===== config.mk =====
export PLATFORM = sky130hd
export DESIGN_NAME = ffh_ctrl
export DESIGN_NICKNAME = d
export VERILOG_FILES = /design/src/sv/assert_macros.svh /design/src/sv/ffh_pkg.sv /design/src/sv/ffh_ctrl.sv
export SDC_FILE = /design/constraint.sdc
export NUM_CORES = 1
export LEC_CHECK = 0
export ABC_AREA = 1
export BUFFER_PORTS_ARGS = -buffer_cell sky130_fd_sc_hd__buf_2
export CAP_MARGIN = 20
export CORE_MARGIN = 8
export CORE_UTILIZATION = 45
export DETAILED_ROUTE_END_ITERATION = 7
export GPL_TIMING_DRIVEN = 0
export HOLD_SLACK_MARGIN = 0.06
export PLACE_DENSITY = 0.74
export SLEW_MARGIN = 20
export SYNTH_ARGS = -nofsm -noshare
export SYNTH_HDL_FRONTEND = slang
export SYNTH_SLANG_ARGS = --single-unit
export TNS_END_PERCENT = 5

===== constraint.sdc =====
create_clock -name clk_i -period 1.2 [get_ports clk_i]
set_input_delay 0.06 -clock clk_i [delete_from_list [all_inputs] [get_ports clk_i]]
set_output_delay 0.06 -clock clk_i [all_outputs]
set_load 0.005 [all_outputs]

===== src/sv/assert_macros.svh =====
// Assertion macros for the heap allocator RTL
`ifndef ASSERT_MACROS_SVH
`define ASSERT_MACROS_SVH

// Clocked assertion with explicit clock and active-low reset
`define FFH_ASSERT_CLK(label, clk, rst_n, prop, msg) \
  label: assert property (@(posedge clk) disable iff (!rst_n) prop) else $error(msg);

// Clocked assertion on the default clock and reset names
`define FFH_ASSERT(label, prop, msg) `FFH_ASSERT_CLK(label, clk_i, rst_ni, prop, msg)

`endif


===== src/sv/ffh_pkg.sv =====
// Shared types and constants for the first-fit heap allocator
`timescale 1ns / 1ps
package ffh_pkg;

  localparam int MAX_BLOCKS_DEF   = 64;
  localparam int HEADER_BYTES_DEF = 16;
  localparam int ADDR_BITS_DEF    = 32;

  localparam int FIELD_W = 32;
  localparam int PADDR_W = 3;
  localparam logic [31:0] HEAP_LIMIT_RST = 32'd65536;
  localparam logic CFG_HEAP_LIMIT = 1'b0;

  typedef enum logic [1:0] {
    REQ_ALLOC  = 2'd0,
    REQ_CALLOC = 2'd1,
    REQ_RESIZE = 2'd2,
    REQ_FREE   = 2'd3
  } req_e;

  typedef enum logic [1:0] {
    ST_OK      = 2'd0,
    ST_NOMEM   = 2'd1,
    ST_BADREQ  = 2'd2,
    ST_BADADDR = 2'd3
  } status_e;

  typedef enum logic [3:0] {
    CS_IDLE,
    CS_DECODE,
    CS_MUL,
    CS_CHECK,
    CS_FIND,
    CS_FIT,
    CS_APPEND,
    CS_RELEASE,
    CS_RESPOND
  } ctrl_state_e;

  typedef struct packed {
    logic    latch_in;
    logic    mul;
    logic    want_prod;
    logic    scan_start;
    logic    scan_addr;
    logic    scan_run;
    logic    res_addr;
    logic    append;
    logic    release_old;
    logic    out_load;
    status_e out_status;
    logic    out_res;
    logic    out_zf;
    logic    out_move;
  } cmd_t;

  typedef struct packed {
    req_e req_type;
    logic bytes_zero;
    logic count_zero;
    logic addr_zero;
    logic prod_ovf;
    logic scan_hit;
    logic scan_done;
    logic size_ok;
    logic table_full;
    logic heap_over;
    logic out_free;
  } sts_t;

endpackage


===== src/sv/ffh_ctrl.sv =====
// Request sequencer for the heap allocator
`timescale 1ns / 1ps
module ffh_ctrl (
  input  logic         clk_i,
  input  logic         rst_ni,
  input  logic         in_valid_i,
  output logic         in_ready_o,
  input  ffh_pkg::sts_t sts_i,
  output ffh_pkg::cmd_t cmd_o
);

  ffh_pkg::ctrl_state_e st_q, st_d;
  ffh_pkg::status_e     status_q, status_d;
  logic zf_q, zf_d, move_q, move_d, res_ok_q, res_ok_d;

  always_ff @(posedge clk_i or negedge rst_ni) begin
    if (!rst_ni) begin
      st_q     <= ffh_pkg::CS_IDLE;
      status_q <= ffh_pkg::ST_OK;
      zf_q     <= 1'b0;
      move_q   <= 1'b0;
      res_ok_q <= 1'b0;
    end else begin
      st_q     <= st_d;
      status_q <= status_d;
      zf_q     <= zf_d;
      move_q   <= move_d;
      res_ok_q <= res_ok_d;
    end
  end

  // next state
  always_comb begin
    st_d = st_q;
    case (st_q)
      ffh_pkg::CS_IDLE: begin
        if (in_valid_i) st_d = ffh_pkg::CS_DECODE;
      end
      ffh_pkg::CS_DECODE: begin
        case (sts_i.req_type)
          ffh_pkg::REQ_ALLOC:
            st_d = sts_i.bytes_zero ? ffh_pkg::CS_RESPOND : ffh_pkg::CS_FIT;
          ffh_pkg::REQ_CALLOC:
            st_d = (sts_i.bytes_zero || sts_i.count_zero) ? ffh_pkg::CS_RESPOND
                                                           : ffh_pkg::CS_MUL;
          ffh_pkg::REQ_RESIZE: begin
            if (sts_i.bytes_zero)     st_d = ffh_pkg::CS_RESPOND;
            else if (sts_i.addr_zero) st_d = ffh_pkg::CS_FIT;
            else                      st_d = ffh_pkg::CS_FIND;
          end
          default:
            st_d = sts_i.addr_zero ? ffh_pkg::CS_RESPOND : ffh_pkg::CS_FIND;
        endcase
      end
      ffh_pkg::CS_MUL: st_d = ffh_pkg::CS_CHECK;
      ffh_pkg::CS_CHECK: begin
        st_d = sts_i.prod_ovf ? ffh_pkg::CS_RESPOND : ffh_pkg::CS_FIT;
      end
      ffh_pkg::CS_FIND: begin
        if (sts_i.scan_hit) begin
          if (sts_i.req_type == ffh_pkg::REQ_FREE) st_d = ffh_pkg::CS_RELEASE;
          else if (sts_i.size_ok)                  st_d = ffh_pkg::CS_RESPOND;
          else                                     st_d = ffh_pkg::CS_FIT;
        end else if (sts_i.scan_done) begin
          st_d = ffh_pkg::CS_RESPOND;
        end
      end
      ffh_pkg::CS_FIT: begin
        if (sts_i.scan_hit)
          st_d = move_q ? ffh_pkg::CS_RELEASE : ffh_pkg::CS_RESPOND;
        else if (sts_i.scan_done)
          st_d = ffh_pkg::CS_APPEND;
      end
      ffh_pkg::CS_APPEND: begin
        if (sts_i.table_full || sts_i.heap_over) st_d = ffh_pkg::CS_RESPOND;
        else st_d = move_q ? ffh_pkg::CS_RELEASE : ffh_pkg::CS_RESPOND;
      end
      ffh_pkg::CS_RELEASE: st_d = ffh_pkg::CS_RESPOND;
      ffh_pkg::CS_RESPOND: begin
        if (sts_i.out_free) st_d = ffh_pkg::CS_IDLE;
      end
      default: st_d = ffh_pkg::CS_IDLE;
    endcase
  end

  // outputs
  always_comb begin
    cmd_o      = '0;
    cmd_o.out_status = ffh_pkg::ST_OK;
    in_ready_o = 1'b0;
    status_d   = status_q;
    zf_d       = zf_q;
    move_d     = move_q;
    res_ok_d   = res_ok_q;
    case (st_q)
      ffh_pkg::CS_IDLE: begin
        in_ready_o     = 1'b1;
        cmd_o.latch_in = in_valid_i;
      end
      ffh_pkg::CS_DECODE: begin
        status_d = ffh_pkg::ST_OK;
        zf_d     = 1'b0;
        move_d   = 1'b0;
        res_ok_d = 1'b0;
        case (sts_i.req_type)
          ffh_pkg::REQ_ALLOC: begin
            if (sts_i.bytes_zero) status_d = ffh_pkg::ST_BADREQ;
            else cmd_o.scan_start = 1'b1;
          end
          ffh_pkg::REQ_CALLOC: begin
            if (sts_i.bytes_zero || sts_i.count_zero) status_d = ffh_pkg::ST_BADREQ;
          end
          ffh_pkg::REQ_RESIZE: begin
            if (sts_i.bytes_zero) begin
              status_d = ffh_pkg::ST_BADREQ;
            end else begin
              cmd_o.scan_start = 1'b1;
              cmd_o.scan_addr  = !sts_i.addr_zero;
            end
          end
          default: begin
            if (!sts_i.addr_zero) begin
              cmd_o.scan_start = 1'b1;
              cmd_o.scan_addr  = 1'b1;
            end
          end
        endcase
      end
      ffh_pkg::CS_MUL: cmd_o.mul = 1'b1;
      ffh_pkg::CS_CHECK: begin
        if (sts_i.prod_ovf) begin
          status_d = ffh_pkg::ST_BADREQ;
        end else begin
          cmd_o.want_prod  = 1'b1;
          cmd_o.scan_start = 1'b1;
          zf_d             = 1'b1;
        end
      end
      ffh_pkg::CS_FIND: begin
        cmd_o.scan_run = 1'b1;
        if (sts_i.scan_hit) begin
          if (sts_i.req_type != ffh_pkg::REQ_FREE) begin
            if (sts_i.size_ok) begin
              cmd_o.res_addr = 1'b1;
              res_ok_d       = 1'b1;
            end else begin
              move_d           = 1'b1;
              cmd_o.scan_start = 1'b1;
            end
          end
        end else if (sts_i.scan_done) begin
          status_d = ffh_pkg::ST_BADADDR;
        end
      end
      ffh_pkg::CS_FIT: begin
        cmd_o.scan_run = 1'b1;
        if (sts_i.scan_hit) res_ok_d = 1'b1;
      end
      ffh_pkg::CS_APPEND: begin
        if (sts_i.table_full || sts_i.heap_over) begin
          status_d = ffh_pkg::ST_NOMEM;
        end else begin
          cmd_o.append = 1'b1;
          res_ok_d     = 1'b1;
        end
      end
      ffh_pkg::CS_RELEASE: cmd_o.release_old = 1'b1;
      ffh_pkg::CS_RESPOND: begin
        cmd_o.out_load   = sts_i.out_free;
        cmd_o.out_status = status_q;
        cmd_o.out_res    = res_ok_q && (status_q == ffh_pkg::ST_OK);
        cmd_o.out_zf     = zf_q && (status_q == ffh_pkg::ST_OK);
        cmd_o.out_move   = move_q && (status_q == ffh_pkg::ST_OK);
      end
      default: ;
    endcase
  end

endmodule


==> run summary, run 1 <==
Vias per inst: 5.09
Layout area overhead: 38.6%
DRC: 0
Die height: 61.6 µm
Setup TNS: -3940 ps
Routed WL per cell: 13.4 µm
Unrepaired setup endpoints after global routing: yes
Final ANT Viol Nets: 0
Worst path cell trace: inv_4 -> nand2_4 -> nor2_4 -> nand3_2 -> nand3_2 -> buf_2
Req. time, crit path: 1140 ps
Initial antenna violation count: 0
Clk root buf: clkbuf_4
HPWL after DPL: 2310 µm
Final Hold Slack: 100 ps
Crit path launch type: flop
Final WL: 3030 µm
Worst Tran Pin Value: 363 ps
Skew-Pair Late Insertion Delay: 270 ps
Violated checks: setup timing
CTS Buf Count: 3
Max-slew headroom: 75.6%
R2R Setup Slk: -220 ps
Largest net degree at the start of global routing: 10
Seq/Total Area, Yosys: 24.0%
Most frequent CP cell: nand3_2
N_diodes: 0
Total number of vias: 1151
Initial DRT Pass Iterations: 4
Synthesized area: 937 µm²
Max_cap viols: 0
Placement Setup Slack: -186 ps
Post-synthesis cell count: 156
Global-route wire length before repair: 4830 µm
P_leak: 0.732 nW
GRT Overall Usage: 16.8%
Reg2Reg Depth: 8
GR Overflow Total: 0
TritonCTS clock tree: yes
Syn nets: 171
Fin. Hold Viols: 0
Core area: 1960 µm²
GP Congestion: 0.942
Max Slew Vio Count: 0
Critical path's slowest cell: dfrtp_2
Status: finished with violations
CTS sink cnt: 9
Worst Hold Class: in -> reg
CTS clock-pin slew for the worst setup and hold paths: 60 ps
Yosys reg bits: 9
Port-buffer cells: 30
Hold Path Stages: 4
Final Setup Violations: 24
Worst path arrival time: 1410 ps
Slowest stage delay, CP: 470 ps
Layout cells sized above 1: 43.7%
Most frequent cells in the layout: nand2_1 (41), buf_2 (30), nor2_1 (21), inv_1 (19)
Most common cell after layout, fill and taps aside: nand2_1
Crit path kind: reg -> out
Crit share post-route: 122%
Minimum clock period: 1470 ps
Final Skew: 1.83 ps
Syn_area_per_cell: 6.01 µm²
H-Tree Depth: 1
Row cnt: 16
Number of synthesis warnings: 0
Pwr/cell area: 2010 nW/µm²
Die X: 61.6 µm
NumNets Final: 215
Setup ws final: -268 ps
CTS Buffer Depth: 2
Initial core utilization: 47.8%
Highest clock rate: 681 MHz
Vias in the first global route: 1070
Count of cell types in the netlist: 19
Initial DRC count: 63
Worst setup EP type: primary output
Die area: 3800 µm²
VDD IR max: 0.00148 V
Worst-path fanout max: 5
Ports: 31
==> through the flow <==
stage	instance area, µm²	util, %	total power [mW]	instances
3_5_place_dp	1140	58.3	2.09	213
5_1_grt	1300	66.2	2.84	226
4_1_cts	1260	64.1	2.52	223
6_report	1300	66.2	2.62	226
2_1_floorplan	960	-	1.68	156
3_3_place_gp	1140	58.3	2.07	213
==> final timing paths <==
path,from,endpoint
max,st_q[0],cmd_o[11]
min,sts_i[4],st_q[0]
max reg2reg,st_q[0],status_q[1]
min reg2reg,status_q[1],status_q[1]
max in group asynchronous,rst_ni,st_q[2]
min in group asynchronous,rst_ni,st_q[3]
==> power by group <==
group	switching (mW)	internal, mW	total, mW
Sequential	0.146	0.434	0.580
Combinational	1.13	0.658	1.79
Clock	0.114	0.129	0.243
==> cell type report <==
| type | instances | area, µm² |
|---|---|---|
| clock buffers | 4 | 26.3 |
| fillers | 196 | 663 |
| inverters | 25 | 100 |
| multi-input cells | 122 | 681 |
| flip-flops and latches | 9 | 230 |
| well taps | 27 | 33.8 |
| repair buffers | 39 | 228 |
==> per-layer routing <==
metal | vias to the layer above | track usage (%) | wire length (µm)
li1 | 578 | - | -
met1 | 514 | 21.2 | 1230
met2 | 55 | 27.9 | 1470
met3 | 4 | 4.38 | 300
met4 | 0 | 3.25 | 31
met5 | - | 0 | 0
==> logic make-up (layout without fill, tap and decap cells) <==
| kind of cell | count (synthesis) | count (layout) | synth area share (%) |
|---|---|---|---|
| buffers and inverters | 25 | 68 | 10.0 |
| DFF | 9 | 9 | 24.0 |
| and+or+nand+nor | 111 | 111 | 59.4 |
| AOI/OAI and AO/OA | 11 | 11 | 6.54 |
==> flip-flops by register name (all words and copies together) (netlist names) <==
signal and cells:
st_q 4, status_q 2, move_q 1, res_ok_q 1
zf_q 1
==> critical path: cells and delay by family, from the launching register on <==
kind                   cells  cell delay (ps)
buffers and inverters      2              220
DFF                        1              470
and+or+nand+nor            4              450
==> Yosys cell counts <==
| library cell | number | area, µm² |
|---|---|---|
| o21ai_0 | 5 | 25.0 |
| o21ai_2 | 1 | 8.76 |
| inv_2 | 5 | 18.8 |
| nand3_2 | 3 | 30.0 |
| nor3_1 | 6 | 30.0 |
| nand2_2 | 4 | 25.0 |
| inv_1 | 19 | 71.3 |
| nor2_4 | 5 | 56.3 |
| nand3_1 | 13 | 65.1 |
| a211oi_1 | 1 | 7.51 |
| dfrtp_1 | 9 | 225 |
| nand2_4 | 4 | 45.0 |
| nor2_1 | 25 | 93.8 |
| a21oi_1 | 3 | 15.0 |
| clkinv_1 | 1 | 3.75 |
| o21ai_1 | 1 | 5.00 |
| nand2_1 | 43 | 161 |
| nand4_1 | 4 | 25.0 |
| nor2_2 | 4 | 25.0 |
==> repair_timing <==
action | CTS | global route
endpoints found under the hold margin | 9 | 0
gates cloned | 0 | 0
endpoints found under the setup margin | 24 | 25
hold buffers | 1 | 0
setup buffers | 5 | 3
pin swaps | 4 | 3
gates resized for setup | 10 | 7
Power figures use the tool's default switching activity.
==> inputs of run 2 (changes only) <==
Settings changed: CELL_PAD_IN_SITES_DETAIL_PLACEMENT set to 0, CELL_PAD_IN_SITES_GLOBAL_PLACEMENT set to 1, CORE_UTILIZATION 45 to 30, PLACE_DENSITY 0.74 to not set, PLACE_DENSITY_LB_ADDON set to 0.1.
==> run 2 against run 1 <==
  * The run still ends with setup timing left
  * Hold slack improved by 30 ps
  * Via count increased by 1.5%
  * Highest routed layer unchanged
  * Sequential power up 7.6%
  * Critical endpoint is now cmd_o[10]
  * Largest power group unchanged
  * Clock-buffer cell count stayed put
==> run summary, run 2 (synthesis results as in run 1) <==
Die height: 71.9 µm (was 61.6 µm)
Max-slew headroom: 83.4% (was 75.6%)
Most common cell after layout, fill and taps aside: nand2_1 (unchanged)
Critical path's slowest cell: dfrtp_2 (unchanged)
DRC: 0 (unchanged)
Ports: 31 (unchanged)
Minimum clock period: 1480 ps (was 1470 ps)
Pwr/cell area: 2090 nW/µm² (was 2010 nW/µm²)
Final WL: 3090 µm (was 3030 µm)
Crit path launch type: flop (unchanged)
Violated checks: setup timing (unchanged)
Worst Tran Pin Value: 246 ps (was 363 ps)
Final core utilization: 48.1% (was 66.2%)
Part of the power in registers: 20.7% (was 22.2%)
Worst-path fanout max: 6 (was 5)
Die X: 71.9 µm (was 61.6 µm)
Unrepaired setup endpoints after global routing: yes (unchanged)
Crit path kind: reg -> out (unchanged)
Largest regs: st_q x4, status_q x2 (unchanged)
Worst reg2reg path endpoint: res_ok_q (was status_q[1])
R2R Setup Slk: -230 ps (was -220 ps)
Clk root buf: clkbuf_4 (unchanged)
Total number of vias: 1168 (was 1151)
GRT Overall Usage: 12.6% (was 16.8%)
Req. time, crit path: 1140 ps (about the same)
Max Slew Vio Count: 0 (unchanged)
Vias in the first global route: 1132 (was 1070)
Initial core utilization: 31.2% (was 47.8%)
Crit share post-route: 123% (was 122%)
Final ANT Viol Nets: 0 (unchanged)
Worst path arrival time: 1420 ps (was 1410 ps)
HPWL after DPL: 2430 µm (was 2310 µm)
Internal power: 1.47 mW (was 1.22 mW)
CTS Buf Count: 3 (unchanged)
Port-buffer cells: 30 (unchanged)
Skew-Pair Late Insertion Delay: 260 ps (was 270 ps)
Buf/Inv on CP: 2 (unchanged)
Worst Hold Class: in -> reg (unchanged)
Final Skew: 1.87 ps (was 1.83 ps)
VDD IR max: 0.000957 V (was 0.00148 V)
Global-route wire length before repair: 5280 µm (was 4830 µm)
Fin. Hold Viols: 0 (unchanged)
Largest Register: st_q (unchanged)
Final Setup Violations: 24 (unchanged)
Status: finished with violations (unchanged)
Sw Pwr: 1.55 mW (was 1.39 mW)
Routed WL per cell: 12.9 µm (was 13.4 µm)
Area taken by multi-input logic gates: 742 µm² (was 681 µm²)
R2R Path Start: st_q[1] (was st_q[0])
Max_cap viols: 0 (unchanged)
NumNets Final: 222 (was 215)
Die area: 5170 µm² (was 3800 µm²)
H-Tree Depth: 1 (unchanged)
Clock share of power: 7.5% (was 9.3%)
GP Congestion: 0.775 (was 0.942)
Largest net degree at the start of global routing: 10 (unchanged)
Initial DRT Pass Iterations: 4 (unchanged)
FF/Latch Area: 230 µm² (unchanged)
Layout area overhead: 54.2% (was 38.6%)
Total Power: 3.02 mW (was 2.62 mW)
Switching Fraction: 51.3% (was 53.3%)
Hold Path Stages: 4 (unchanged)
Row cnt: 20 (was 16)
TritonCTS clock tree: yes (unchanged)
Initial antenna violation count: 0 (unchanged)
GR Overflow Total: 0 (unchanged)
Core area: 3000 µm² (was 1960 µm²)
Layout cells sized above 1: 48.1% (was 43.7%)
CP delay by family, top: flip-flops (unchanged)
Reg2Reg Depth: 8 (unchanged)
Highest clock rate: 675 MHz (was 681 MHz)
Fill cells: 333 (was 196)
Max reg flops: 4 (unchanged)
Vias per inst: 4.89 (was 5.09)
N_diodes: 0 (unchanged)
Most frequent cells in the layout: nand2_1 (39), buf_2 (29), inv_1 (19), nor2_1 (19), nor2_4 (12) (was nand2_1 (41), buf_2 (30), nor2_1 (21), inv_1 (19))
Initial DRC count: 67 (was 63)
CTS Buffer Depth: 2 (unchanged)
Worst setup EP type: primary output (unchanged)
Comb pwr share: 71.8% (was 68.5%)
P_leak: 0.779 nW (was 0.732 nW)
Hold_sp: sts_i[4] (unchanged)
Slowest stage delay, CP: 460 ps (was 470 ps)
Hold EP: st_q[2] (was st_q[0])
Worst path cell trace: inv_4 -> nor2_4 -> nand2_1 -> a211oi_1 -> buf_2 (was inv_4 -> nand2_4 -> nor2_4 -> nand3_2 -> nand3_2 -> buf_2)
CTS sink cnt: 9 (unchanged)
Setup ws final: -282 ps (was -268 ps)
CTS clock-pin slew for the worst setup and hold paths: 60 ps (about the same)
run 2: cell count changes in the layout (fill, tap and decap cells not counted), sizes merged:
cell    delta
inv        -1
clkinv     +1
buf        +7
run 2: power by group through the flow:
stage | logic, mW | clock network (mW) | registers (mW)
floorplan | 1.13 | 0 | 0.554
global placement | 1.55 | 0 | 0.581
detailed placement | 1.54 | 0 | 0.582
CTS | 1.77 | 0.238 | 0.601
global route | 2.41 | 0.258 | 0.639
finish | 2.16 | 0.228 | 0.624
run 2: worst max-delay path by stage:
stage / slack, ps / end / from / cells past startpoint
floorplan: 0.4 / status_q[0] / st_q[0] / 8
global placement: -250 / res_ok_q / st_q[3] / 5
detailed placement: -220 / status_q[0] / st_q[3] / 6
CTS: -260 / cmd_o[11] / st_q[3] / 6
global route: -340 / cmd_o[11] / st_q[1] / 6
finish: -280 / cmd_o[10] / st_q[0] / 5
run 2: through the flow:
stage / setup TNS (ps) / instances / instance area [µm²] / worst slack (ps) / hold WS (ps)
floorplan: 0 / 156 / 960 / 0.359 / -236
global placement: -2110 / 219 / 1150 / -249 / -81.7
detailed placement: -1860 / 219 / 1150 / -220 / -81.5
CTS: -4450 / 231 / 1290 / -261 / 124
global route: -6160 / 239 / 1450 / -336 / 159
finish: -4340 / 239 / 1450 / -282 / 130
run 2: what timing repair did:
item                                   4_1_cts  5_1_grt
endpoints found under the hold margin        9        0
resized for setup                           15       23
pin swaps                                    7       10
setup buffers                                7        8
setup endpoints to repair                   25       25
hold buffers                                 1        0
run 2: worst reg2reg max path: cells and delay by family (launching register included):
kind                   cells  cell delay [ps]
DFF                        1              500
and+or+nand+nor            4              400
buffers and inverters      3              350
AOI/OAI and AO/OA          1               70
run 2: metal layers:
layer | global-route usage [%] | wire length, µm
met1 | 15.9 | 1390
met2 | 20.1 | 1380
met3 | 3.31 | 192
met4 | 4.08 | 119
met5 | 0 | 0
run 2: layout make-up:
cell class | instances | share of cell area, %
clock buffers | 4 | 1.82
repair buffers | 46 | 20.6
flip-flops and latches | 9 | 15.9
multi-input cells | 122 | 51.3
well taps | 33 | 2.86
inverters | 25 | 7.45
